<file path="src/rtl/rdlt_ram.sv">
`timescale 1ns / 1ps

module rdlt_ram #(
    parameter int WIDTH = 8,
    parameter int DEPTH = 256
) (
    input  logic                     clk,
    input  logic                     we,
    input  logic [$clog2(DEPTH)-1:0] waddr,
    input  logic [WIDTH-1:0]         wdata,
    input  logic                     re,
    input  logic [$clog2(DEPTH)-1:0] raddr,
    output logic [WIDTH-1:0]         rdata
);

    logic [WIDTH-1:0] mem [DEPTH];
    logic [WIDTH-1:0] rdata_reg;

    // one write port, one registered read port
    always_ff @(posedge clk)
    begin
        if (we)
        begin
            mem[waddr] <= wdata;
        end
        if (re)
        begin
            rdata_reg <= mem[raddr];
        end
    end

    assign rdata = rdata_reg;

endmodule

</file>
<file path="config.mk">
export PLATFORM = sky130hd
export DESIGN_NAME = rdlt_ram
export DESIGN_NICKNAME = d
export VERILOG_FILES = /design/src/rtl/rdlt_ram.sv
export SDC_FILE = /design/constraint.sdc
export NUM_CORES = 2
export LEC_CHECK = 0
export ABC_AREA = 1
export BUFFER_PORTS_ARGS = -buffer_cell sky130_fd_sc_hd__buf_2
export CAP_MARGIN = 0
export CELL_PAD_IN_SITES_DETAIL_PLACEMENT = 0
export CELL_PAD_IN_SITES_GLOBAL_PLACEMENT = 2
export CORE_ASPECT_RATIO = 1.5
export CORE_MARGIN = 2
export CORE_UTILIZATION = 40
export DETAILED_ROUTE_END_ITERATION = 12
export GPL_ROUTABILITY_DRIVEN = 0
export GPL_TIMING_DRIVEN = 0
export PLACE_DENSITY_LB_ADDON = 0.1
export SYNTH_ARGS = -nofsm -noshare
export SYNTH_HDL_FRONTEND = slang
export SYNTH_SLANG_ARGS = --single-unit
</file>
<file path="constraint.sdc">
create_clock -name clk -period 2.1 [get_ports clk]
set_input_delay 0 -clock clk [delete_from_list [all_inputs] [get_ports clk]]
set_output_delay 0 -clock clk [all_outputs]
set_load 0.05 [all_outputs]
</file>
==> results.txt <==
For the total via count after detailed routing, the log shows 59,946. In this run the critical register-to-register path is captured at rdata[0]$_DFFE_PP_. Arrival time at the worst endpoint: 2.89 ns.

Minimum setup slack among reg-to-reg paths: -0.18 ns. The final count of pins violating max slew came out at 98. Critical path start-end classification: in2reg. The number of antenna violations at the first check in global routing is 22. The logs give 35.5% for the total track usage and 208,000 um^2 for the area of the placeable core.

Max-cap violations in this run came to 10. The startpoint identified for the worst register-to-register timing path is mem[145][0]$_DFFE_PP_. Yosys attributes the largest share of cell area to sky130_fd_sc_hd__edfxtp_1 74%, sky130_fd_sc_hd__nand3_1 12%, sky130_fd_sc_hd__nand2_1 9.5%, sky130_fd_sc_hd__buf_2 1.6%, sky130_fd_sc_hd__nor2_1 1.3%. Clock latency on the worst-skew pair, taken at its later pin, is 0.87 ns. For this run the aggregate overflow at the end of global routing stands at 0. Dividing the detail-routed via count by the number of cells gives 5.91.

The count of buffers from port buffering is 27, and the largest voltage drop on the vdd net is 698 uV. The first global-routing pass estimated 502,000 um of wire. The average instance area after synthesis works out to 11.9 um^2. The tools report the final hold violation count as 0.

Synthesis produced a netlist whose cell count is 7,003. The accumulated negative setup slack came out at -37.35 ns. The run finished, with violations left. In this run the worst hold path is classified as in2reg. The register with the most flip-flops in the layout has 2,048 of them.

Of the total synthesized cell area, the portion taken by full adders, half adders and majority gates is 0%. The run gives 167 as the largest net degree at the start of global routing. After Yosys synthesis, XOR and XNOR cells account for 0% of the synthesized area. The share of final-layout standard cells stronger than drive strength 1 works out to 12.7%.

CTS placed an instance of sky130_fd_sc_hd__clkbuf_16 at the clock tree root. Setup violation total in the final timing report: 433. The depth of the worst register-to-register path was 10; the remaining max-slew budget at the tightest pin was -17.2%. sky130_fd_sc_hd__edfxtp_1 takes more of the synthesized area than any other cell. In this run the number of H-tree levels came out at 4.

The initial utilization of the core area, before any placement, comes to 40.2%. After the last flow step, the layout net total stands at 7,328. For this block, the routed nets add up to 382,000 um of wire. From left edge to right edge, the die measures 377 um. The floorplan step defined a die boundary enclosing 212,000 um^2. The cell count of the worst hold path came out at 2. Counting along the longest clock path gives a buffer depth of 4.

Of the synthesized area, sequential elements account for 74.0%. Relative to the synthesized area, the layout overhead comes to 14.5%. Of the available clock period, the critical path in the final layout requires 114%.

The first-iteration detailed-routing DRC count came out at 7,236. The path with the worst hold slack has its endpoint at mem[203][6]$_DFFE_PP_. Summing all non-filler instances in the final layout gives an area of 95,600 um^2.

Once detailed placement completed, the half-perimeter wirelength came to 267,000 um. Maximum net fanout on the critical path: 10. The synthesized netlist occupies a cell area of 83,500 um^2. Between clock sinks in the finished design, the worst skew comes to 0.0339 ns. The commonest cells after synthesis are 2,123 x sky130_fd_sc_hd__nand2_1, 2,056 x sky130_fd_sc_hd__edfxtp_1, 2,019 x sky130_fd_sc_hd__nand3_1, 283 x sky130_fd_sc_hd__nor2_1, 268 x sky130_fd_sc_hd__buf_2. Summed over all cells, the static leakage comes to 33.3 nW.

The timing-limited maximum frequency is 416 MHz. The compound-cell area share of the yosys netlist works out to 0%. Including well taps, the total number of placed cells is 9,747.

The number of buffers inserted during clock tree synthesis is 206. In this run the core area contains 205 standard-cell rows. The transition time at the pin with the least slew margin works out to 1.76 ns.

The checks that failed: max-capacitance violations, max-slew violations, negative setup slack. The synthesized design contains 2,056 enable-type register cells. Synthesis inferred 2,056 register bits. First-pass detailed-route iteration total: 8. The most common cell in the synthesized netlist is sky130_fd_sc_hd__nand2_1. The logs give -0.301 ns for the post-layout worst setup margin and 56,788 for the via count of the first global-routing pass. The share of synthesized area in the top cell type comes to 74.0%. After synthesis, the netlist uses 13 different library cells.

After detailed routing, the number of remaining DRC violations is 0. Measured against the total synthesized area, the mux share comes to 0%. Cells fill 46.0% of the core in the end. For this design the ratio of total power to cell area is 938 nW/um^2. The area share of and/or/nand/nor cells after synthesis is 22.9%, and the die height is 563 um. Synthesis produced a netlist with a net count of 7,030.

During synthesis, Yosys emitted a total of 0 warnings. The shortest period the worst path allows works out to 2.40 ns. Counting every sink on the clock net gives 2,056. The count of cells in the finished layout, fillers not included, comes to 10,147. The count of nets left with antenna violations once routing finished came out at 0. The logs give 87,700 um^2 for the cell area after placement and 2.59 ns for the required time of the critical path. TritonCTS built the clock tree. The post-route worst hold slack is 0.0686 ns. After detailed routing, the average wire length per cell comes to 37.6 um. Startpoint of the tightest hold check path: wdata[6]. After clock tree synthesis, the clock-pin slew on the worst setup and hold paths is 0.06 ns.

After synthesis, the largest family of logic cells by area is simple AND/OR/NAND/NOR gates. The worst setup path is launched from an input pin. STA classifies the critical path endpoint as a flip-flop. During I/O placement, the number of pins put on the boundary was 35.

Setup repair after global routing could not meet its margin everywhere. Most used flip-flop cell after synthesis: sky130_fd_sc_hd__edfxtp_1. Counting flops with an async set or reset pin after synthesis yields a share of 0%.
[per-layer routing]
metal,vias up,global-route usage [%],wire [um]
met5,-,0.455,215
met4,18,23.6,30300
met3,1022,8.17,31300
met2,3194,60.3,187000
met1,30229,39.9,133000
li1,25483,-,-
[where the power goes]
group          internal, mW  leakage (nW)  switching (mW)
Clock                  20.9          3.15            16.2
Combinational          1.47          11.7            5.79
Sequential             45.2          18.5          0.0239
[critical path, stage by stage]
cell                       delay [ns]
sky130_fd_sc_hd__buf_2           0.17
sky130_fd_sc_hd__inv_1           0.05
sky130_fd_sc_hd__nor2_1          0.80
sky130_fd_sc_hd__nand2_1         0.59
sky130_fd_sc_hd__clkbuf_1        0.42
sky130_fd_sc_hd__nor2_2          0.84
[how the worst max path moves through the flow]
stage	startpoint	endpoint	slack, ns	cells past startpoint
after floorplan	we	mem[162][0]$_DFFE_PP_	0.61	4
after global placement	wdata[2]	mem[49][2]$_DFFE_PP_	-3.14	1
after detailed placement	raddr[3]	rdata[2]$_DFFE_PP_	-2.02	10
after CTS	mem[173][2]$_DFFE_PP_	rdata[2]$_DFFE_PP_	-0.19	10
after global routing	waddr[0]	mem[209][2]$_DFFE_PP_	-0.16	8
final	waddr[5]	mem[109][3]$_DFFE_PP_	-0.30	6
[through the flow]
step | power (mW) | setup WS, ns
2_1_floorplan | 49.0 | 0.609
3_3_place_gp | 53.0 | -3.14
3_5_place_dp | 53.0 | -2.02
4_1_cts | 89.4 | -0.185
5_1_grt | 91.2 | -0.160
6_report | 89.6 | -0.301
[layout make-up]
class,instances,area (um^2)
Clock buffer,245,5370
Fill cell,19028,112000
Clock inverter,110,1100
Inverter,39,149
Antenna cell,8,20.0
Tap cell,2691,3370
Sequential cell,2056,61700
Multi-Input combinational cell,4425,19900
Timing Repair Buffer,90,1130
Buffer,483,2810
[what timing repair did]
| item | CTS | global route |
|---|---|---|
| setup buffers | 2 | 12 |
| pin swaps | 11 | 23 |
| hold buffers | 19 | 0 |
| hold endpoints to repair | 1279 | 0 |
| resized for setup | 203 | 173 |
| endpoints found under the setup margin | 373 | 347 |
[logic make-up after synthesis]
logic type             count (synthesis)
flip-flops                          2056
AND/OR/NAND/NOR                     4425
buffers and inverters                522
[layout by cell type, fill, tap and decap left out, drive strengths merged]
| cell | count |
|---|---|
| nor2 | 283 |
| nand3 | 2019 |
| diode | 8 |
| clkbuf | 385 |
| buf | 401 |
| bufinv | 23 |
| dlygate4sd3 | 19 |
| clkinvlp | 5 |
| clkdlybuf4s15 | 13 |
| edfxtp | 2056 |
| nand2 | 2123 |
| inv | 41 |
| clkinv | 80 |
Power figures use the tool's default switching activity.
